**config.mk**
```make
export PLATFORM = sky130hd
export DESIGN_NAME = chs_cfg
export DESIGN_NICKNAME = d
export VERILOG_FILES = /design/src/rtl/core/cyclist_headwind_speed_solver_defines.svh /design/src/rtl/core/chs_pkg.sv /design/src/rtl/core/chs_cfg.sv
export SDC_FILE = /design/constraint.sdc
export NUM_CORES = 1
export LEC_CHECK = 0
export BUFFER_PORTS_ARGS = -buffer_cell sky130_fd_sc_hd__buf_2
export CAP_MARGIN = 20
export CORE_UTILIZATION = 50
export CTS_BUF_LIST = sky130_fd_sc_hd__clkbuf_2 sky130_fd_sc_hd__clkbuf_4 sky130_fd_sc_hd__clkbuf_8
export DETAILED_ROUTE_END_ITERATION = 10
export PLACE_DENSITY = 0.78
export SKIP_CTS_REPAIR_TIMING = 1
export SLEW_MARGIN = 0
export SYNTH_ARGS = -nofsm -noshare
export SYNTH_HDL_FRONTEND = slang
export SYNTH_SLANG_ARGS = --single-unit
```
**constraint.sdc**
```tcl
create_clock -name clk -period 3.7 [get_ports clk]
set_input_delay 0.185 -clock clk [delete_from_list [all_inputs] [get_ports clk]]
set_output_delay 0.185 -clock clk [all_outputs]
set_load 0.05 [all_outputs]
```
**src/rtl/core/cyclist_headwind_speed_solver_defines.svh**
```systemverilog
// assertion macros for the headwind speed solver
`ifndef CYCLIST_HEADWIND_SPEED_SOLVER_DEFINES_SVH
`define CYCLIST_HEADWIND_SPEED_SOLVER_DEFINES_SVH

// checked property, quiet while reset is high
`define CHS_ASSERT(lbl, prop, msg) \
  lbl: assert property (@(posedge clk) disable iff (rst) prop) else $error(msg);

// checked property, also across reset
`define CHS_ASSERT_ALWAYS(lbl, prop, msg) \
  lbl: assert property (@(posedge clk) prop) else $error(msg);

`endif

```
**src/rtl/core/chs_pkg.sv**
```systemverilog
// shared constants and types of the headwind speed solver
`default_nettype none
package chs_pkg;
  localparam int ITERATIONS = 32;
  localparam int FRAC_BITS  = 16;
  localparam int POWER_FRAC = 8;
  localparam int BAL_SHIFT  = 3 * FRAC_BITS - POWER_FRAC;
  localparam int DRAG_NUM   = 49;
  localparam int DRAG_DEN   = 200;
  localparam logic [18:0] POWER_RESET = 19'd16384;

  typedef struct packed {
    logic               err;
    logic [21:0]        s;
    logic signed [22:0] h;
    logic [43:0]        ss;
    logic [27:0]        s49;
    logic [22:0]        lo;
    logic [22:0]        hi;
  } ctx_t;
endpackage
`default_nettype wire

```
**src/rtl/core/chs_cfg.sv**
```systemverilog
// rider power register, kept pre-scaled by the drag denominator
`default_nettype none
module chs_cfg (
  input  wire logic        clk,
  input  wire logic        rst,
  input  wire logic        cfg_wr_en,
  input  wire logic [18:0] cfg_wr_data,
  output logic [26:0]      p200
);
  always_ff @(posedge clk) begin
    if (rst) begin
      p200 <= 27'({8'b0, chs_pkg::POWER_RESET} * 27'(chs_pkg::DRAG_DEN));
    end else if (cfg_wr_en) begin
      p200 <= 27'({8'b0, cfg_wr_data} * 27'(chs_pkg::DRAG_DEN));
    end
  end
endmodule
`default_nettype wire

```
# Word level (Yosys, flattened, before mapping)
# Cells that the tools add are included.
# W data, S select, Z words.
# word_totals
ff_bits,24
latchBits,0
ramBits,0
romBits,0
output_inout_bits,27
mem_count,0
# op_classes
add_sub_neg,0
multipliers,1
div_mod_pow,0
magnitude_cmp,0
eq_ne,0
n_shift,0
mux,0
bitwise_logic,0
reduce_logical,0
# ops
cell,n
$mul A19 B5 Y24 const B,1

# Depth between registers and ports, before layout
# Gate-level depths: netlist of the first run.
# logic_depth
word_depth,1
ltp_mapped,13
mapped_depth_nobuf,12

# Least setup slack after synthesis of the first run
# No wires, ideal clock.
# synth_timing
kind,input port to flip-flop
startpoint,input port cfg_wr_data[3]
endpoint,register p200[22]
setup_time_ps,117
t_arrival_ps,2909
t_required_ps,3583
path_slack_ps,673
cell_stages,12
path_cell_list,ha_1 ha_1 inv_1 fa_1 inv_1 ha_1 a21o_1 a21oi_2 a21oi_2 o2111a_1 or3_1 a32o_1
# synth_between
elab_chain_cells,1
# synth_rtl
element,line_no,text
"start, declared",chs_cfg.sv:7,"input wire logic [18:0] cfg_wr_data,"
$mul A19 B5 Y24,chs_cfg.sv:14,"p200 <= 27'({8'b0, cfg_wr_data} * 27'(chs_pkg::DRAG_DEN));"
"end signal, assigned",chs_cfg.sv:12,"p200 <= 27'({8'b0, chs_pkg::POWER_RESET} * 27'(chs_pkg::DRAG_DEN));"
"end signal, assigned",chs_cfg.sv:14,
"end, declared",chs_cfg.sv:8,output logic [26:0] p200
# No other way between the ends.
# A chain may end at the register's enable or synchronous reset.

# Final worst setup path of the first run
# Same ends and word-level chain as after synthesis.

==> metrics.txt, run 1 <==
Leak 1.744 nW; number of synthesized flops with an enable pin 0; Clock Skew 0 ns; antenna cell count 0; sequential fraction of the synthesis area 16.60%; die height 78.08 microns; R2R setup slack 2.83 ns; NetSw 0.7321 mW; worst min-delay path class in -> reg; Clock transition at path regs 0.09 ns; crit path launch cfg_wr_data[3]; largest net degree at the start of global routing 25; Clock power frac 11.1%; Yosys warning count 0; crit-path max FO 5; design area 0.003201 sq mm; final setup fails 0; via count 2476; status complete, no violations; RePlAce Congestion 0.8751; Syn Area/Cell 8.340 sq um; PwrDens 448.2 mW/mm^2; Logic pwr share 65.3%; Placed Area 0.003159 sq mm; Initial Util 52.24%; grt total ovfl 0; Nets 483; Largest regs p200 (24); WL per Instance 13.24 microns; Die W 78.08 microns; Slew @ Worst Pin 0.5644 ns; CTS tree yes; Synth Cell Area 0.002894 sq mm; Setup CP Type in -> reg; Final period util 82.80%; vias in the first global route 2325; Slew Viols, Final 0; count of state elements after synthesis 24; first-pass GRT wire length 10090 microns; CTS root buf clkbuf_8; GRT Resource Usage Total 20.33%; Pre-antenna DRT Iters 4; CTS H-tree lvls 1; Port Buf Inserts 45; clk_lat worst skew 0.26 ns; fin cells 456; crit path time final 3.063 ns; clock buffer depth 2; ANT nets after route 0; Sw Share 51.04%; max-cap check violation count 0; Detailed Route Iter0 Violations 252; Reg2Reg Depth 2; critical path arrival 3.23 ns; worst reg2reg endpoint p200[14]; RSZ-0062 raised after global routing no; Max IR drop VDD 190.9 uV; Cells after Synth 347; Main synth FF type dfxtp_1; post-synthesis cell type count 59; die area 0.006096 sq mm; crit end category register; Most flops, register p200; Fill cells 491; Fmax 326.4 MHz; hpwl dp 5049 microns; CP endpoint p200[22]; sequential power share 23.6%; Final Hold Fails 0; Top Ports 49; reg2reg start p200[14]; placeable core area 0.005540 sq mm; Async SR Flop Fraction 0%; layout cells sized above 1 14.58%; required time of the critical path 3.87 ns; commonest non-fill, non-tap cells in the layout inv_1, ha_1, buf_2, nor2_1, dfxtp_1; num rows 27; via-per-instance ratio 5.430; Pint 0.7024 mW; Setup TNS 0 ns; initial antenna violation count 0; Rel. slew slack 62.23%; post-route total power 1.435 mW; WL final 6039 microns; Post-route DRC 0; total CTS buffers 3; Largest register FFs 24; Area Growth Syn to Fin 10.59%; dpl cells 453; Startpoint Class input pin; clk sinks 24
## worst min path at each step
stage,from,to,slack (ns),depth (start not counted)
after floorplan,cfg_wr_data[0],p200[3],0.33,2
after global placement,p200[26],p200[26],0.44,2
after detailed placement,p200[26],p200[26],0.45,2
after CTS,cfg_wr_data[2],p200[5],0.20,3
after global routing,cfg_wr_data[2],p200[5],0.22,3
final,cfg_wr_data[2],p200[5],0.20,3
## cells by family after synthesis
group | count (synthesis) | synth area share (%)
and+or+nand+nor | 82 | 13.79
buffers and inverters | 76 | 10.29
adders and majority gates | 75 | 36.06
AOI/OAI and AO/OA | 71 | 17.21
DFF | 24 | 16.60
muxes | 11 | 3.805
xor gates and xnor gates | 7 | 2.119
other | 1 | 0.1296
## cell type report
class / count / area (sq um) / share of cell area [%]
timing repair buffer: 46 / 232.7 / 7.271
tap: 72 / 90.09 / 2.815
multi-input combinational: 249 / 2123 / 66.34
sequential: 24 / 480.5 / 15.01
inverter: 62 / 232.7 / 7.271
clock buffer: 3 / 41.29 / 1.290
## routing by layer
layer  up-vias  global-route usage, %  part of all wire [%]
met5         -                      0                     0
met4         0                  5.556                  0.45
met3         2                  2.209                   4.5
met2        59                  32.81                    44
met1      1139                  28.72                    51
li1       1276                      -                     -
## power by group through the flow
| stage | logic (mW) | registers [mW] | clock network (mW) |
|---|---|---|---|
| CTS | 0.930 | 0.338 | 0.165 |
| global route | 1.03 | 0.344 | 0.174 |
| detailed placement | 0.924 | 0.344 | 0 |
| finish | 0.936 | 0.338 | 0.160 |
| floorplan | 0.540 | 0.528 | 0 |
| global placement | 0.904 | 0.343 | 0 |
## synth_stat cells, drive strengths merged (3+ instances only)
master  number  area, sq um
mux2i       11        110.1
inv         62        232.7
xnor2        3        26.28
dfxtp       24        480.5
xor2         4        35.03
nor2        27        101.4
nor3         5        25.02
buf          6        35.03
nor3b        3        27.52
nand4        6        37.54
and3         3        18.77
a21oi       22        117.6
o21ai       11        55.05
ha          61        763.2
a21o         6        45.04
nand3        5        25.02
nand2       20        75.07
clkbuf       8        30.03
or3          3        18.77
fa          14        280.3
## worst max-delay path: stages
cell	delay (ns)
buf_2	0.12
ha_1	0.30
ha_1	0.29
inv_1	0.05
fa_1	0.50
inv_1	0.04
ha_1	0.36
a21o_1	0.22
a21oi_2	0.19
a21oi_2	0.11
o2111a_1	0.28
or3_1	0.35
a32o_1	0.24
## through the flow
stage                     hold slack [ns]  util [%]  setup WS [ns]
after floorplan                    0.3322         -         0.6735
after global placement             0.4413     57.02         0.4431
after detailed placement           0.4473     57.02         0.3670
after CTS                          0.1952     57.77         0.6449
after global routing               0.2200     57.77         0.4478
final                              0.2000     57.77         0.6366
Note: power is estimated with default switching activity, not from simulation.
==> run 2: changes to the inputs <==
Clock period 3.7 ns to 3.2 ns, I/O delays scaled along.
==> metrics.txt, run 2 (same netlist as run 1, synthesis figures left out) <==
Final Hold Slack 0.1707 ns (-0.02933 ns); Clock Skew 0 ns (unchanged); layout cells sized above 1 17.38% (+2.8 points); CTS tree yes; clk_lat worst skew 0.27 ns (about the same); clk sinks 24 (unchanged); crit-path most repeated cell ha_1; die area 0.006096 sq mm (unchanged); Post-route DRC 0 (unchanged); Detailed Route Iter0 Violations 158 (-37%); crit end category register; final setup fails 0 (unchanged); max incr delay on CP 0.50 ns (about the same); vias in the first global route 2367 (+1.8%); Setup CP Type in -> reg; Die W 78.08 microns (unchanged); RePlAce Congestion 0.8535 (-2.5%); Startpoint Class input pin; Largest register FFs 24 (unchanged); Final WS setup 0.2804 ns (-0.3562 ns); max-cap check violation count 0 (unchanged); Final period util 91.24%; hpwl dp 5174 microns (+2.5%); antenna cell count 0 (unchanged); Crit-path slowest cell fa_1; total CTS buffers 3 (unchanged); RSZ-0062 raised after global routing no; Slew Viols, Final 0 (unchanged); Final Hold Fails 0 (unchanged); largest net degree at the start of global routing 25 (unchanged); PwrDens 523.7 mW/mm^2 (+17%); crit-path max FO 3 (-2); GRT Resource Usage Total 21.39% (+1.1 points); CTS root buf clkbuf_8; num rows 27 (unchanged); clock buffer depth 2 (unchanged); initial antenna violation count 0 (unchanged); pre-CTS setup slack 0.008280 ns (-0.3587 ns); critical path arrival 3.09 ns (-0.14 ns); Area Growth Syn to Fin 13.96%; crit path time final 2.920 ns; post-route total power 1.727 mW (+20%); Pre-antenna DRT Iters 4 (unchanged); Top Ports 49 (unchanged); Setup TNS 0 ns (unchanged); Largest regs p200 (24); Leak 1.806 nW (+3.6%); commonest non-fill, non-tap cells in the layout inv_1, ha_1, buf_2, nor2_1, dfxtp_1; grt total ovfl 0 (unchanged); first-pass GRT wire length 10510 microns (+4.2%); critical-path cell list buf_2 > ha_1 > ha_1 > inv_1 > fa_1 > inv_1 > ha_1 > a211oi_2 > nor2_1 > o31a_1 > or2_0 > or3_1 > a32o_1; die height 78.08 microns (unchanged); WL final 6105 microns (+1.1%); Port Buf Inserts 45 (unchanged); Max IR drop VDD 249.1 uV (+31%); CTS H-tree lvls 1 (unchanged); required time of the critical path 3.37 ns (-0.50 ns); Initial Util 52.24% (unchanged); status complete, no violations; placeable core area 0.005540 sq mm (unchanged); via count 2515 (+1.6%); Fmax 342.5 MHz; via-per-instance ratio 5.362 (-1.2%); WL per Instance 13.02 microns (-1.7%); Nets 496 (+2.7%); Clock transition at path regs 0.08 ns (about the same); Most flops, register p200; Slew @ Worst Pin 0.5609 ns (-0.003543 ns); ANT nets after route 0 (unchanged); final core utilization 59.53% (+1.8 points); worst min-delay path class in -> reg; Rel. slew slack 62.47% (+0.24 points)
run 2: changes by cell type in the layout (fill, tap and decap cells not counted):
cell,delta
buf_4,+13
run 2: path summary, 6_finish.rpt:
check	start	endpoint	slack [ns]	cells after the start
min	cfg_wr_data[2]	p200[5]	0.17	3
max reg2reg	p200[14]	p200[14]	2.33	2
max	cfg_wr_data[10]	p200[22]	0.28	13
min reg2reg	p200[25]	p200[25]	0.47	2
run 2: layout make-up:
class	count	area, sq um
fillers	501	2242
clock buffers	3	41.29
well taps	72	90.09
flip-flops and latches	24	480.5
inverters	62	232.7
multi-input cells	249	2123
repair buffers	59	330.3
run 2: power by group:
part           internal, mW  leakage, nW  switching, mW
Combinational         0.426         1.59          0.725
Sequential            0.361        0.198         0.0311
Clock                0.0846       0.0216         0.0995
Total                 0.872         1.81          0.856
run 2: per-stage QoR:
stage / instances / cell area (sq um)
after floorplan: 349 / 2902
after global placement: 466 / 3257
after detailed placement: 466 / 3257
after CTS: 469 / 3298
after global routing: 469 / 3298
final: 469 / 3298
run 2: per-layer routing:
metal	wire [microns]	track usage [%]
met2	2697	34.74
met4	67	6.296
met5	0	0
met1	3053	29.64
met3	287	2.674
run 2: worst max-delay path, delay by kind of cell:
kind | cells | cell delay (ns)
adder cells (fa/ha/maj) | 4 | 1.39
buffers and inverters | 3 | 0.21
AO/OA/AOI/OAI | 3 | 0.72
AND/OR/NAND/NOR | 3 | 0.61
